**config.mk**
```make
export PLATFORM = sky130hd
export DESIGN_NAME = snmp_payload_recognizer
export DESIGN_NICKNAME = d
export VERILOG_FILES = /design/src/rtl/snmp_rec_pkg.sv /design/src/rtl/snmp_rec_parser.sv /design/src/rtl/snmp_payload_recognizer.sv
export SDC_FILE = /design/constraint.sdc
export NUM_CORES = 1
export LEC_CHECK = 0
export BUFFER_PORTS_ARGS = -buffer_cell sky130_fd_sc_hd__clkbuf_2
export CAP_MARGIN = 20
export CORE_ASPECT_RATIO = 0.7
export CORE_MARGIN = 8
export CORE_UTILIZATION = 64
export CTS_BUF_LIST = sky130_fd_sc_hd__clkbuf_8
export DETAILED_ROUTE_END_ITERATION = 8
export HOLD_SLACK_MARGIN = 0.06
export PLACE_DENSITY = 0.82
export SYNTH_ARGS = -nofsm -noshare
export SYNTH_HDL_FRONTEND = slang
export SYNTH_HIERARCHICAL = 1
export SYNTH_SLANG_ARGS = --single-unit
export TNS_END_PERCENT = 30
```
**constraint.sdc**
```tcl
create_clock -name clock -period 2.5 [get_ports clock]
set_input_delay 0.5 -clock clock [delete_from_list [all_inputs] [get_ports clock]]
set_output_delay 0.5 -clock clock [all_outputs]
set_load 0.02 [all_outputs]
```
**src/rtl/snmp_rec_pkg.sv**
```systemverilog
// ----------------------------------------------------------------------------
// SNMP payload recognizer package
// Shared types and BER constants for the SNMP payload recognizer.
// ----------------------------------------------------------------------------
`timescale 1ns / 1ps

package snmp_rec_pkg;

   localparam logic [7:0] T_INT    = 8'h02;
   localparam logic [7:0] T_OCT    = 8'h04;
   localparam logic [7:0] T_NULL   = 8'h05;
   localparam logic [7:0] T_OBID   = 8'h06;
   localparam logic [7:0] T_SEQ    = 8'h30;
   localparam logic [7:0] T_GETREQ = 8'ha0;
   localparam logic [7:0] T_GETRES = 8'ha2;
   localparam logic [7:0] T_SETREQ = 8'ha3;

   localparam logic [7:0] ERR_STATUS_MAX = 8'd5;
   localparam logic [7:0] FLAGS_MAX      = 8'd7;
   localparam logic [7:0] VERSION_1      = 8'd0;
   localparam logic [7:0] VERSION_2C     = 8'd1;
   localparam logic [7:0] VERSION_3      = 8'd3;
   localparam logic [7:0] LEN_ONE        = 8'd1;
   localparam logic [7:0] LEN_TWO        = 8'd2;
   localparam logic [7:0] LEN_FOUR       = 8'd4;

   typedef enum logic [1:0] {
      VERDICT_PENDING = 2'd0,
      VERDICT_MATCH   = 2'd1,
      VERDICT_FAIL    = 2'd2
   } verdict_type;

   typedef enum logic [5:0] {
      ST_TYPE      = 6'd0,
      ST_LEN       = 6'd1,
      ST_VER_TAG   = 6'd2,
      ST_VER_LEN   = 6'd3,
      ST_VER       = 6'd4,
      ST_COMM_TAG  = 6'd5,
      ST_COMM_LEN  = 6'd6,
      ST_COMM_SKIP = 6'd7,
      ST_PDU_TYPE  = 6'd8,
      ST_PDU_LEN   = 6'd9,
      ST_RID_TAG   = 6'd10,
      ST_RID_LEN   = 6'd11,
      ST_RID_SKIP  = 6'd12,
      ST_ERR_TAG   = 6'd13,
      ST_ERR_LEN   = 6'd14,
      ST_ERR       = 6'd15,
      ST_EIDX_TAG  = 6'd16,
      ST_EIDX_LEN  = 6'd17,
      ST_EIDX      = 6'd18,
      ST_VB_TAG    = 6'd19,
      ST_VB_LEN    = 6'd20,
      ST_HDR_TAG   = 6'd21,
      ST_HDR_LEN   = 6'd22,
      ST_MID_TAG   = 6'd23,
      ST_MID_LEN   = 6'd24,
      ST_MID_SKIP  = 6'd25,
      ST_MAX_TAG   = 6'd26,
      ST_MAX_LEN   = 6'd27,
      ST_MAX_SKIP  = 6'd28,
      ST_FLG_TAG   = 6'd29,
      ST_FLG_LEN   = 6'd30,
      ST_FLG       = 6'd31,
      ST_FLG_SKIP  = 6'd32,
      ST_SMOD_TAG  = 6'd33,
      ST_SMOD_LEN  = 6'd34,
      ST_SMOD_SKIP = 6'd35,
      ST_SEC_TAG   = 6'd36,
      ST_SEC_LEN   = 6'd37,
      ST_SEC_BYTE  = 6'd38
   } step_type;

   typedef struct packed {
      logic       take;
      logic [7:0] data;
      logic       last;
   } beat_type;

endpackage

```
**src/rtl/snmp_rec_parser.sv**
```systemverilog
// ----------------------------------------------------------------------------
// SNMP header parser
// Walks the BER header layout one byte per beat and tracks the verdict.
// ----------------------------------------------------------------------------
`timescale 1ns / 1ps

module snmp_rec_parser
   import snmp_rec_pkg::*;
(
   input  logic     clock,
   input  logic     reset,
   input  beat_type beat,
   output logic     matched
);

   step_type    step_ff, step_in;
   logic [7:0]  skip_ff, skip_in;
   verdict_type verdict_ff, verdict_in;

   step_type    step_c;
   logic [7:0]  skip_c;
   verdict_type verdict_c;
   logic [7:0]  b;
   logic        skip_done;

   assign b         = beat.data;
   assign skip_done = (skip_ff == 8'd1);

   always_ff @(posedge clock) begin
      if (reset) begin
         step_ff    <= ST_TYPE;
         skip_ff    <= 8'd0;
         verdict_ff <= VERDICT_PENDING;
      end else begin
         step_ff    <= step_in;
         skip_ff    <= skip_in;
         verdict_ff <= verdict_in;
      end
   end

   always_comb begin
      step_c    = step_ff;
      skip_c    = skip_ff;
      verdict_c = verdict_ff;
      if (verdict_ff == VERDICT_PENDING) begin
         unique case (step_ff)
            ST_TYPE: begin
               if (b == T_INT || b == T_OCT || b == T_NULL || b == T_OBID ||
                   b == T_SEQ || b == T_GETREQ || b == T_GETRES || b == T_SETREQ)
                  step_c = ST_LEN;
               else
                  verdict_c = VERDICT_FAIL;
            end
            ST_LEN: begin
               if (b != 8'd0) step_c = ST_VER_TAG;
               else verdict_c = VERDICT_FAIL;
            end
            ST_VER_TAG: begin
               if (b == T_INT) step_c = ST_VER_LEN;
               else verdict_c = VERDICT_FAIL;
            end
            ST_VER_LEN: begin
               if (b == LEN_ONE) step_c = ST_VER;
               else verdict_c = VERDICT_FAIL;
            end
            ST_VER: begin
               if (b == VERSION_1 || b == VERSION_2C) step_c = ST_COMM_TAG;
               else if (b == VERSION_3) step_c = ST_HDR_TAG;
               else verdict_c = VERDICT_FAIL;
            end
            ST_COMM_TAG: begin
               if (b == T_OCT) step_c = ST_COMM_LEN;
               else verdict_c = VERDICT_FAIL;
            end
            ST_COMM_LEN: begin
               skip_c = b;
               step_c = (b == 8'd0) ? ST_PDU_TYPE : ST_COMM_SKIP;
            end
            ST_COMM_SKIP: begin
               skip_c = skip_ff - 8'd1;
               if (skip_done) step_c = ST_PDU_TYPE;
            end
            ST_PDU_TYPE: begin
               if (b == T_GETREQ || b == T_GETRES || b == T_SETREQ) step_c = ST_PDU_LEN;
               else verdict_c = VERDICT_FAIL;
            end
            ST_PDU_LEN: begin
               if (b != 8'd0) step_c = ST_RID_TAG;
               else verdict_c = VERDICT_FAIL;
            end
            ST_RID_TAG: begin
               if (b == T_INT) step_c = ST_RID_LEN;
               else verdict_c = VERDICT_FAIL;
            end
            ST_RID_LEN: begin
               if (b == LEN_ONE || b == LEN_TWO || b == LEN_FOUR) begin
                  skip_c = b;
                  step_c = ST_RID_SKIP;
               end else begin
                  verdict_c = VERDICT_FAIL;
               end
            end
            ST_RID_SKIP: begin
               skip_c = skip_ff - 8'd1;
               if (skip_done) step_c = ST_ERR_TAG;
            end
            ST_ERR_TAG: begin
               if (b == T_INT) step_c = ST_ERR_LEN;
               else verdict_c = VERDICT_FAIL;
            end
            ST_ERR_LEN: begin
               if (b == LEN_ONE) step_c = ST_ERR;
               else verdict_c = VERDICT_FAIL;
            end
            ST_ERR: begin
               if (b <= ERR_STATUS_MAX) step_c = ST_EIDX_TAG;
               else verdict_c = VERDICT_FAIL;
            end
            ST_EIDX_TAG: begin
               if (b == T_INT) step_c = ST_EIDX_LEN;
               else verdict_c = VERDICT_FAIL;
            end
            ST_EIDX_LEN: begin
               if (b == LEN_ONE) step_c = ST_EIDX;
               else verdict_c = VERDICT_FAIL;
            end
            ST_EIDX: begin
               step_c = ST_VB_TAG;
            end
            ST_VB_TAG: begin
               if (b == T_SEQ) step_c = ST_VB_LEN;
               else verdict_c = VERDICT_FAIL;
            end
            ST_VB_LEN: begin
               verdict_c = (b != 8'd0) ? VERDICT_MATCH : VERDICT_FAIL;
            end
            ST_HDR_TAG: begin
               if (b == T_SEQ) step_c = ST_HDR_LEN;
               else verdict_c = VERDICT_FAIL;
            end
            ST_HDR_LEN: begin
               step_c = ST_MID_TAG;
            end
            ST_MID_TAG: begin
               if (b == T_INT) step_c = ST_MID_LEN;
               else verdict_c = VERDICT_FAIL;
            end
            ST_MID_LEN: begin
               if (b != 8'd0) begin
                  skip_c = b;
                  step_c = ST_MID_SKIP;
               end else begin
                  verdict_c = VERDICT_FAIL;
               end
            end
            ST_MID_SKIP: begin
               skip_c = skip_ff - 8'd1;
               if (skip_done) step_c = ST_MAX_TAG;
            end
            ST_MAX_TAG: begin
               if (b == T_INT) step_c = ST_MAX_LEN;
               else verdict_c = VERDICT_FAIL;
            end
            ST_MAX_LEN: begin
               if (b != 8'd0) begin
                  skip_c = b;
                  step_c = ST_MAX_SKIP;
               end else begin
                  verdict_c = VERDICT_FAIL;
               end
            end
            ST_MAX_SKIP: begin
               skip_c = skip_ff - 8'd1;
               if (skip_done) step_c = ST_FLG_TAG;
            end
            ST_FLG_TAG: begin
               if (b == T_OCT) step_c = ST_FLG_LEN;
               else verdict_c = VERDICT_FAIL;
            end
            ST_FLG_LEN: begin
               if (b == 8'd0) begin
                  verdict_c = VERDICT_FAIL;
               end else if (b == LEN_ONE) begin
                  step_c = ST_FLG;
               end else begin
                  skip_c = b;
                  step_c = ST_FLG_SKIP;
               end
            end
            ST_FLG: begin
               if (b <= FLAGS_MAX) step_c = ST_SMOD_TAG;
               else verdict_c = VERDICT_FAIL;
            end
            ST_FLG_SKIP: begin
               skip_c = skip_ff - 8'd1;
               if (skip_done) step_c = ST_SMOD_TAG;
            end
            ST_SMOD_TAG: begin
               if (b == T_INT) step_c = ST_SMOD_LEN;
               else verdict_c = VERDICT_FAIL;
            end
            ST_SMOD_LEN: begin
               skip_c = b;
               step_c = (b == 8'd0) ? ST_SEC_TAG : ST_SMOD_SKIP;
            end
            ST_SMOD_SKIP: begin
               skip_c = skip_ff - 8'd1;
               if (skip_done) step_c = ST_SEC_TAG;
            end
            ST_SEC_TAG: begin
               if (b == T_OCT) step_c = ST_SEC_LEN;
               else verdict_c = VERDICT_FAIL;
            end
            ST_SEC_LEN: begin
               if (b != 8'd0) step_c = ST_SEC_BYTE;
               else verdict_c = VERDICT_FAIL;
            end
            ST_SEC_BYTE: begin
               verdict_c = VERDICT_MATCH;
            end
            default: begin
               verdict_c = VERDICT_FAIL;
            end
         endcase
      end
   end

   always_comb begin
      step_in    = step_ff;
      skip_in    = skip_ff;
      verdict_in = verdict_ff;
      if (beat.take) begin
         if (beat.last) begin
            step_in    = ST_TYPE;
            skip_in    = 8'd0;
            verdict_in = VERDICT_PENDING;
         end else begin
            step_in    = step_c;
            skip_in    = skip_c;
            verdict_in = verdict_c;
         end
      end
   end

   assign matched = (verdict_c == VERDICT_MATCH);

endmodule

```
**src/rtl/snmp_payload_recognizer.sv**
```systemverilog
// ----------------------------------------------------------------------------
// SNMP payload recognizer
// Checks a UDP payload, one byte per beat, against the SNMP BER header layout.
// ----------------------------------------------------------------------------
// The request channel carries one payload byte per beat, with req_last_byte
// marking the final byte of a payload. The response channel carries one beat
// per payload, sent after the final byte, with rsp_matched set when the
// payload was recognized as SNMP. Bytes before the final one give no beat.
// A request beat is taken into an input register; the parser reads that
// register and updates its state, and a final byte loads the response
// register as it leaves the input register.
// The block accepts one byte every cycle while no final byte is held back.
// Throughput is set by the single parser state update per byte.
// When the response register is full and rsp_stall is high, a final byte
// waiting in the input register holds, and req_stall rises until the
// response is taken. Other bytes keep flowing while the response waits.
// Reset clears both registers and returns the parser to the first type byte
// of a new payload.
// ----------------------------------------------------------------------------
`timescale 1ns / 1ps

module snmp_payload_recognizer
   import snmp_rec_pkg::*;
(
   input  logic       clock,
   input  logic       reset,
   input  logic       req_valid,
   output logic       req_stall,
   input  logic [7:0] req_payload_byte,
   input  logic       req_last_byte,
   output logic       rsp_valid,
   input  logic       rsp_stall,
   output logic       rsp_matched
);

   logic       in_valid_ff, in_valid_in;
   logic [7:0] in_byte_ff;
   logic       in_last_ff;
   logic       rsp_valid_ff, rsp_valid_in;
   logic       rsp_matched_ff;
   logic       out_free;
   logic       advance;
   logic       parse_matched;
   beat_type   beat;

   assign out_free  = !rsp_valid_ff || !rsp_stall;
   assign advance   = in_valid_ff && (!in_last_ff || out_free);
   assign req_stall = in_valid_ff && !advance;

   assign beat.take = advance;
   assign beat.data = in_byte_ff;
   assign beat.last = in_last_ff;

   snmp_rec_parser u_parser (
      .clock   (clock),
      .reset   (reset),
      .beat    (beat),
      .matched (parse_matched)
   );

   always_comb begin
      in_valid_in = in_valid_ff;
      if (!req_stall) begin
         in_valid_in = req_valid;
      end
      rsp_valid_in = rsp_valid_ff;
      if (advance && in_last_ff) begin
         rsp_valid_in = 1'b1;
      end else if (!rsp_stall) begin
         rsp_valid_in = 1'b0;
      end
   end

   always_ff @(posedge clock) begin
      if (reset) begin
         in_valid_ff  <= 1'b0;
         rsp_valid_ff <= 1'b0;
      end else begin
         in_valid_ff  <= in_valid_in;
         rsp_valid_ff <= rsp_valid_in;
      end
   end

   always_ff @(posedge clock) begin
      if (req_valid && !req_stall) begin
         in_byte_ff <= req_payload_byte;
         in_last_ff <= req_last_byte;
      end
      if (advance && in_last_ff) begin
         rsp_matched_ff <= parse_matched;
      end
   end

   assign rsp_valid   = rsp_valid_ff;
   assign rsp_matched = rsp_matched_ff;

`ifndef SYNTH
   a_stall_only_on_full_output: assert property (@(posedge clock) disable iff (reset)
      req_stall |-> (in_valid_ff && in_last_ff && rsp_valid_ff && rsp_stall))
      else $error("input stalled without a blocked response");

   a_last_beat_gives_response: assert property (@(posedge clock) disable iff (reset)
      (advance && in_last_ff) |=> rsp_valid_ff)
      else $error("final byte consumed without a response");

   a_response_needs_last_beat: assert property (@(posedge clock) disable iff (reset)
      $rose(rsp_valid_ff) |-> $past(advance && in_last_ff))
      else $error("response raised without a final byte");
`endif

endmodule

```
==> results of run 1 <==
==> what timing repair did <==
action                                  4_1_cts  5_1_grt
endpoints found under the setup margin        1       12
buffers inserted                              0        9
pin swaps                                     1        1
gates resized for setup                       0       12
==> metrics by stage <==
stage          hold WS [ps]  setup WS [ps]  cell area [um^2]  std cells
3_3_place_gp          465.2          31.17              2872        413
6_report              386.6         -34.30              3058        426
2_1_floorplan         423.9          233.4              2614        344
4_1_cts               384.7          12.23              2943        417
5_1_grt               381.3         -64.85              3058        426
3_5_place_dp          481.8         -12.69              2872        413
==> per-layer routing <==
metal	vias to the layer above	wire length (um)	GRT usage
met3	11	1170	0.06595
met1	1338	3616	0.3663
met2	242	3557	0.3212
li1	1347	-	-
met4	0	69	0.04804
met5	-	0	0
==> synth_stat cells, types with 5 or more instances <==
cell / number / area share
o22ai_1: 8 / 0.019
o211ai_1: 6 / 0.017
nor3_1: 8 / 0.015
xnor2_1: 8 / 0.027
edfxtp_1: 10 / 0.11
dfxtp_1: 18 / 0.14
nor2b_1: 12 / 0.029
o21ai_0: 23 / 0.044
nand2b_1: 11 / 0.026
nand2_1: 21 / 0.030
nor2_1: 29 / 0.042
clkbuf_1: 12 / 0.017
mux2i_1: 11 / 0.042
inv_1: 14 / 0.020
a22oi_1: 6 / 0.017
buf_2: 13 / 0.025
and3_1: 6 / 0.014
a21oi_1: 27 / 0.052
nand4_1: 5 / 0.012
nand3_1: 12 / 0.023
nor4_1: 10 / 0.024
==> placed cells by master (no fill, tap or decap), types with 12 or more instances in the layout <==
cell type / count
nor2b_1: 12
nor2_1: 29
o21ai_0: 23
a21oi_1: 26
nand2_1: 21
dfxtp_1: 15
buf_4: 39
nand3_1: 12
inv_1: 14
clkbuf_2: 15
==> registers in the layout, indices dropped and copies added, names as in the netlist <==
signal	flops
u_parser/skip_ff	8
u_parser/verdict_ff	2
rsp_matched	1
in_last_ff	1
u_parser/step_ff	6
in_byte_ff	8
in_valid_ff	1
rsp_valid	1
==> cells by family (layout without fill, tap and decap cells) <==
logic type,count (synthesis),in the layout,synth area share
adder cells (fa/ha/maj),2,2,0.009572
XOR/XNOR,11,11,0.03686
flip-flops,28,28,0.2528
multiplexers,12,12,0.04644
AND/OR/NAND/NOR,137,137,0.2925
buffers and inverters,45,75,0.07946
AO/OA/AOI/OAI,109,109,0.2824
==> report_power, final <==
part	internal [mW]	switching [mW]	total [mW]
combinational	0.0498	0.0631	0.113
clock	0.215	0.147	0.362
sequential	0.484	0.0177	0.502
==> cell type report <==
class | count | area share
multi-input cells | 271 | 0.5839
flip-flops and latches | 28 | 0.2173
repair buffers | 57 | 0.1371
well taps | 52 | 0.02128
inverters | 14 | 0.01718
clock buffers | 3 | 0.01350
clock inverters | 1 | 0.009820
==> path summary, 6_finish.rpt <==
check	from	end	cells after the start
hold reg to reg	u_parser/skip_ff[5]	u_parser/skip_ff[5]	1
setup reg to reg	in_byte_ff[3]	u_parser/step_ff[1]	8
hold / removal	req_last_byte	in_last_ff	1
setup / recovery	in_byte_ff[3]	u_parser/step_ff[1]	8
==> worst max-delay path, delay by kind of cell, from the launching register on <==
| family | cells | cell delay, ps |
|---|---|---|
| AO/OA/AOI/OAI | 2 | 600 |
| buffers and inverters | 1 | 170 |
| flip-flops | 1 | 530 |
| multiplexers | 1 | 180 |
| AND/OR/NAND/NOR | 4 | 980 |
==> reports/metrics.yaml, run 1 <==
design.core.area_um2: 3923
period_needed_ps: 2534
drive_above_1_share: 0.2112
violations: "setup timing"
synth.ff_latch_count: 28
place_congestion: 1.005
hold_viol_final: 0
drc: 0
worst_slack_ps: -34.30
clk_pin_slew_ps: 100
die_area_um2: 6417
cp_max_fo: 6
cts_sinks: 28
seqCellArea_um2: 664.4
htreeDepth: 1
skew_ps: 7.999
ys.flop_type: "dfxtp_1"
cts_tree: "yes"
maxCapViolations: 0
wl_um: 8414
wl_per_cell_um: 19.75
antenna_found_initial: 0
syn_to_final_growth_pct: 16.99
synthesis.area_um2: 2614
maxSlewViolCount: 0
die_x_um: 92.38
first_global_vias: 2522
drt_first_pass_iters: 5
antenna_left: 0
clk-insertion-delay-late_ps: 280
grt_pass1_wl_um: 12880
timing.final.crit_share: 1.014
grt_start_max_net_pins: 32
via_per_inst: 6.897
cp_slowest_cell: "edfxtp_1"
rrSetupSlack_ps: -30
layout.nets: 390
finalSetupViolCount: 5
track_usage: 0.2410
final_core_util: 0.7796
cp.required_ps: 2710
synth-edff-count: 10
initial_core_util: 0.6663
cts_made_buffers: 3
holdBufCountCts: 0
finalPower_mw: 0.9765
synth_cells: 344
dp_hpwl_um: 5941
tightest_slew_ps: 472.5
async_flop_share: 0
vias: 2938
io_pins: 16
crit_path_end_kind: "flop"
cts.path.max_buffers: 2
multi_input_area_um2: 1785
synth.distinct_cells: 65
setup.worst_path.class: "reg2reg"
path_cells: "nor3_4 -> nand3_1 -> a222oi_1 -> nand4_1 -> a21oi_2 -> nor4b_4 -> buf_6 -> mux2i_1"
outcome: "finished, violations left"
worst_ep_arrival_time_ps: 2740
syn_area_per_cell_um2: 7.598
rows: 19
relSlewSlack: 0.6838
syn-num-nets: 359
power_leakage_nw: 1.144
fill_cells: 298
portBuffers: 15
die_y_um: 69.47
fmax_ghz: 0.3946
yosysSeqAreaShare: 0.2528
n_antenna_cell: 0
worstSetupStartpointType: "flop"
yosys_warnings: 6
tns_ps: -118.7
grt_overflow: 0
p_per_area_nw_per_um2: 319.3
slowest_delay_ps: 530
hp-class: "in2reg"
cts-root-buf: "clkbuf_8"
ir_drop_uv: 268.4
initialDrtViolationCount: 631
Power figures use the tool's default switching activity.
==> run 2: changes to the inputs <==
--- a/config.mk
+++ b/config.mk
@@ -5,6 +5,7 @@
 export SDC_FILE = /design/constraint.sdc
 export NUM_CORES = 1
 export LEC_CHECK = 0
+export ABC_AREA = 1
 export BUFFER_PORTS_ARGS = -buffer_cell sky130_fd_sc_hd__clkbuf_2
 export CAP_MARGIN = 20
 export CORE_ASPECT_RATIO = 0.7
==> run 2 against run 1 <==
  * The run ends with DRC left
  * Sequential cell count unchanged
  * Sequential share of layout area decreased by 0.87 points
  * Die area increased by 11%
  * Critical path depth increased by 5
  * Clock power about the same
  * Fmax increased by 8.8%
  * Wire length increased by 14%
  * Sequential power increased by 6.8%
  * Cell count increased by 42%
  * Critical path type unchanged
  * Largest cell class unchanged
==> reports/metrics.yaml, run 2 <==
outcome: "finished, violations left"
violations: "DRC"
cp.required_ps: 2680
async_flop_share: 0
cts_tree: "yes"
antenna_found_initial: 0
ys.flop_type: "dfxtp_1"
fill_cells: 390
synthesis.area_um2: 2967
clk_pin_slew_ps: 100
die_x_um: 97.38
drc: 32
synth.distinct_cells: 30
period_needed_ps: 2330
power_leakage_nw: 1.812
worst_slack_ps: 169.7
r2r-start: "u_parser/step_ff[1]"
skew_ps: 4.612
grt_pass1_wl_um: 15270
grt_overflow: 0
portBuffers: 15
yosys.cell_count.top_type: "nand2_1"
final_core_util: 0.7193
timing.final.crit_share: 0.9321
cts-root-buf: "clkbuf_8"
syn_to_final_growth_pct: 6.790
synth_cells: 534
layout_common_cells: "nand2_1 (175), nor2_1 (100), nand3_1 (55)"
cts_sinks: 28
r2r-end: "u_parser/step_ff[5]"
tns_ps: 0
rsz0062_at_grt: "false"
vias: 3710
cts_made_buffers: 3
drive_above_1_share: 0.1202
io_pins: 16
post-place-cells: 600
tightest_slew_ps: 464.2
maxSlewViolCount: 0
yosys_warnings: 6
htreeDepth: 1
ir_drop_uv: 439.7
initialDrtViolationCount: 818
syn-num-nets: 549
whs_ps: 392.0
setup.worst_path.class: "reg2reg"
rows: 20
finalSetupViolCount: 0
wl_um: 9610
antenna_left: 0
design_area_um2: 3168
hp-class: "in2reg"
synth_commonest_cells: "nand2_1 (175), nor2_1 (100), nand3_1 (55), inv_1 (45), a21oi_1 (25)"
synth_largest_area_cell: "nand2_1"
wl_per_cell_um: 15.91
place_congestion: 1.210
rrSetupSlack_ps: 170
finalPower_mw: 1.380
holdPathEnd: "in_byte_ff[7]"
worstSetupStartpointType: "flop"
yosysSeqAreaShare: 0.2227
initial_core_util: 0.6736
startpoint: "u_parser/step_ff[1]"
synth_area_leaders: "nand2_1 (22%), nor2_1 (13%), dfxtp_1 (12%)"
worst_ep_arrival_time_ps: 2510
synth_top_area_share: 0.2214
design.core.area_um2: 4404
grt_start_max_net_pins: 21
holdPathStages: 1
placed_area_um2: 3092
maxCapViolations: 0
synth.ff_latch_count: 28
fmax_ghz: 0.4291
clk-insertion-delay-late_ps: 270
top_regs: "in_byte_ff: 8 flops, u_parser/skip_ff: 8 flops, u_parser/step_ff: 6 flops"
synth-edff-count: 10
worstHoldStart: "req_payload_byte[7]"
cp_max_fo: 8
layout.nets: 565
syn_area_per_cell_um2: 5.555
cts.path.max_buffers: 2
post_cts_buffers: 0
relSlewSlack: 0.6902
n_antenna_cell: 0
p_per_area_nw_per_um2: 435.5
via_per_inst: 6.142
layout.cells.most_common: "nand2_1"
hold_viol_final: 0
first_global_vias: 3149
stdcell_count: 604
rr_worst_depth: 13
die_y_um: 72.96
die_area_um2: 7104
drt_first_pass_iters: 9
pre_cts_ws_ps: 289.4
dp_hpwl_um: 7636
crit_path_end_kind: "flop"
track_usage: 0.2594
==> run 2: cell types whose count changed after synthesis, sizes merged, moves of 9 or more <==
cell / change
buf: -11
clkbuf: -9
inv: +44
mux2i: -11
nand2: +157
nand2b: -11
nand3: +55
nor2: +82
nor2b: -12
==> run 2: logic make-up (layout without fill, tap and decap cells) <==
family,count (synthesis),after routing,share of synthesized area
AO/OA/AOI/OAI,56,56,0.09870
adder cells (fa/ha/maj),2,2,0.008434
XOR/XNOR,4,4,0.01181
flip-flops,28,28,0.2227
AND/OR/NAND/NOR,374,374,0.5597
buffers and inverters,70,85,0.09869
==> run 2: repair_timing <==
item,in CTS,in global routing
hold buffers,0,0
resized for setup,0,1
endpoints found under the setup margin,0,1
==> run 2: worst max-delay path: stages, from the launching register on <==
cell and delay, ps:
dfxtp_1 560, inv_1 110, nor2_1 340, nand3_2 210
nand2_1 160, nor2_1 80, nand2_1 70, nor2_1 70
nand3_1 90, nand2_1 90, nor2_4 230, nand2_1 100
nand2_1 80, nor2_1 40
==> run 2: per-layer routing <==
metal,track usage,wire length (um),vias to the layer above
met5,0,0,-
met4,0.03846,201,0
met3,0.1372,1973,46
met2,0.3413,3530,329
met1,0.3609,3904,1591
li1,-,-,1744
==> run 2: how the worst max path moves through the flow <==
stage	to	slack [ps]	depth (start not counted)
6_report	u_parser/step_ff[5]	170	13
2_1_floorplan	rsp_matched	730	15
5_1_grt	u_parser/step_ff[5]	20	13
4_1_cts	u_parser/skip_ff[5]	280	11
3_3_place_gp	u_parser/skip_ff[5]	290	11
3_5_place_dp	u_parser/skip_ff[5]	290	11
==> run 2: area by class of cell <==
class,instances,area (um^2),area share
Inverter,59,221.5,0.06991
Clock inverter,1,30.03,0.009479
Timing Repair Buffer,22,127.6,0.04028
Tap cell,55,68.82,0.02172
Clock buffer,3,41.29,0.01303
Sequential cell,28,660.6,0.2085
Multi-Input combinational cell,436,2018,0.6370
==> run 2: power by group <==
part	switching, mW	leakage (nW)	internal [mW]
clock network	0.145	0.0357	0.214
registers	0.0374	0.245	0.499
logic	0.334	1.53	0.151
total	0.516	1.81	0.864
==> run 3: changes to the inputs <==
--- a/config.mk
+++ b/config.mk
@@ -8,13 +8,15 @@
 export ABC_AREA = 1
 export BUFFER_PORTS_ARGS = -buffer_cell sky130_fd_sc_hd__clkbuf_2
 export CAP_MARGIN = 20
+export CELL_PAD_IN_SITES_DETAIL_PLACEMENT = 1
+export CELL_PAD_IN_SITES_GLOBAL_PLACEMENT = 1
 export CORE_ASPECT_RATIO = 0.7
 export CORE_MARGIN = 8
-export CORE_UTILIZATION = 64
+export CORE_UTILIZATION = 39
 export CTS_BUF_LIST = sky130_fd_sc_hd__clkbuf_8
 export DETAILED_ROUTE_END_ITERATION = 8
 export HOLD_SLACK_MARGIN = 0.06
-export PLACE_DENSITY = 0.82
+export PLACE_DENSITY = 0.77
 export SYNTH_ARGS = -nofsm -noshare
 export SYNTH_HDL_FRONTEND = slang
 export SYNTH_HIERARCHICAL = 1
==> constraint.sdc (replaced) <==
create_clock -name clock -period 2 [get_ports clock]
set_input_delay 0.4 -clock clock [delete_from_list [all_inputs] [get_ports clock]]
set_output_delay 0.4 -clock clock [all_outputs]
set_load 0.02 [all_outputs]
==> run 3 against run 2 <==
  * The flow finishes with violations (setup timing)
  * Clock power rose by 30%
  * Clock skew barely moved
  * Fmax rose by 6.5%
  * Wire length rose by 62%
  * Critical endpoint is now rsp_matched
  * Highest routed layer unchanged
==> reports/metrics.yaml, run 3 (synthesized netlist as in run 2, its figures left out) <==
r2r-start: "u_parser/step_ff[2]"
startpoint: "u_parser/step_ff[2]"
skew_ps: 4.238
vias: 4412
antenna_left: 0
holdBufCountCts: 0
timing.final.crit_share: 1.094
dp_hpwl_um: 10640
design_area_um2: 4248
period_needed_ps: 2188
cts-root-buf: "clkbuf_8"
placed_area_um2: 3801
finalSetupViolCount: 16
layout_common_cells: "nand2_1 (159), buf_4 (88), nor2_1 (72)"
rows: 26
initial_core_util: 0.4035
crit_path_end_kind: "flop"
layout.nets: 658
die_area_um2: 10700
first_global_vias: 4350
top_regs: "in_byte_ff: 8 flops, u_parser/skip_ff: 8 flops, u_parser/step_ff: 6 flops"
drc: 0
violations: "setup timing"
cts.path.max_buffers: 2
cp_max_fo: 5
drt_first_pass_iters: 5
wl_per_cell_um: 21.04
maxCapViolations: 0
clk_pin_slew_ps: 100
stdcell_count: 740
grt_start_max_net_pins: 20
p_per_area_nw_per_um2: 479.8
track_usage: 0.2824
worst_ep_arrival_time_ps: 2350
relSlewSlack: 0.7179
htreeDepth: 1
design.core.area_um2: 7352
final_core_util: 0.5778
maxSlewViolCount: 0
worstHoldStart: "req_last_byte"
wl_um: 15570
clk-insertion-delay-late_ps: 290
tns_ps: -1717
tightest_slew_ps: 420.0
via_per_inst: 5.962
fill_cells: 1057
io_pins: 16
drive_above_1_share: 0.3567
cts_tree: "yes"
worst_slack_ps: -187.7
hold_viol_final: 0
grt_overflow: 0
cts_made_buffers: 3
initialDrtViolationCount: 519
cp.required_ps: 2160
fmax_ghz: 0.4571
die_y_um: 88.97
place_congestion: 1.019
setup.worst_path.class: "reg2reg"
die_x_um: 120.2
n_antenna_cell: 0
portBuffers: 15
ir_drop_uv: 339.2
layout.cells.most_common: "nand2_1"
outcome: "finished, violations left"
post-place-cells: 722
rsz0062_at_grt: "true"
hp-class: "in2reg"
antenna_found_initial: 0
power_leakage_nw: 2.338
worstSetupStartpointType: "flop"
whs_ps: 278.3
syn_to_final_growth_pct: 43.19
cts_sinks: 28
grt_pass1_wl_um: 23640
[run 3: cell types whose count changed in the layout (fill, tap and decap cells not counted), sizes merged]
cell	delta
nor2	+1
buf	+92
[run 3: path summary, 6_finish.rpt]
check	to	slack (ps)	cells after the start
max	rsp_matched	-190	15
max reg2reg	rsp_matched	-190	15
min reg2reg	u_parser/verdict_ff[0]	520	2
min	in_last_ff	280	1
[run 3: final cells by class]
cell class	count	area [um^2]	share of cell area
Clock buffer	3	41.29	0.009720
Clock inverter	1	30.03	0.007069
Inverter	59	226.5	0.05331
Multi-Input combinational cell	437	2240	0.5272
Sequential cell	28	675.6	0.1591
Tap cell	98	122.6	0.02887
Timing Repair Buffer	114	912.1	0.2147
[run 3: where the power goes]
part	total, mW	internal (mW)	switching [mW]	leakage [nW]
clock network	0.465	0.269	0.196	0.0357
registers	0.671	0.625	0.0465	0.249
logic	0.901	0.325	0.577	2.05
total	2.04	1.22	0.819	2.34
[run 3: what timing repair did]
action	4_1_cts	5_1_grt
pin swaps	25	10
cloned	1	0
setup buffers	11	2
gates resized for setup	62	28
setup endpoints to repair	16	16
[run 3: layer usage]
| metal | wire [um] | vias up | track usage |
|---|---|---|---|
| met5 | 0 | - | 0 |
| met4 | 552 | 0 | 0.09368 |
| met3 | 1648 | 75 | 0.07129 |
| met2 | 6714 | 291 | 0.4505 |
| met1 | 6653 | 2107 | 0.3667 |
| li1 | - | 1939 | - |
[run 3: per-stage QoR]
step           power (mW)  setup slack, ps
2_1_floorplan       1.116            234.9
3_3_place_gp        1.400           -227.0
3_5_place_dp        1.426           -288.5
4_1_cts             1.942           -21.99
5_1_grt             2.124           -298.3
6_report            2.038           -187.7
[run 3: worst max-delay path, cell delays in order (launching register included)]
cell,delay (ps)
dfxtp_2,410
buf_4,170
nand2_1,90
nor2_2,210
nand2_1,170
nand2_1,180
nor2_1,60
nand2_1,80
inv_1,60
nand3_1,100
nor2_1,60
nor2_2,140
nand2_1,90
nand2_2,80
nand2_1,50
nor2_1,90
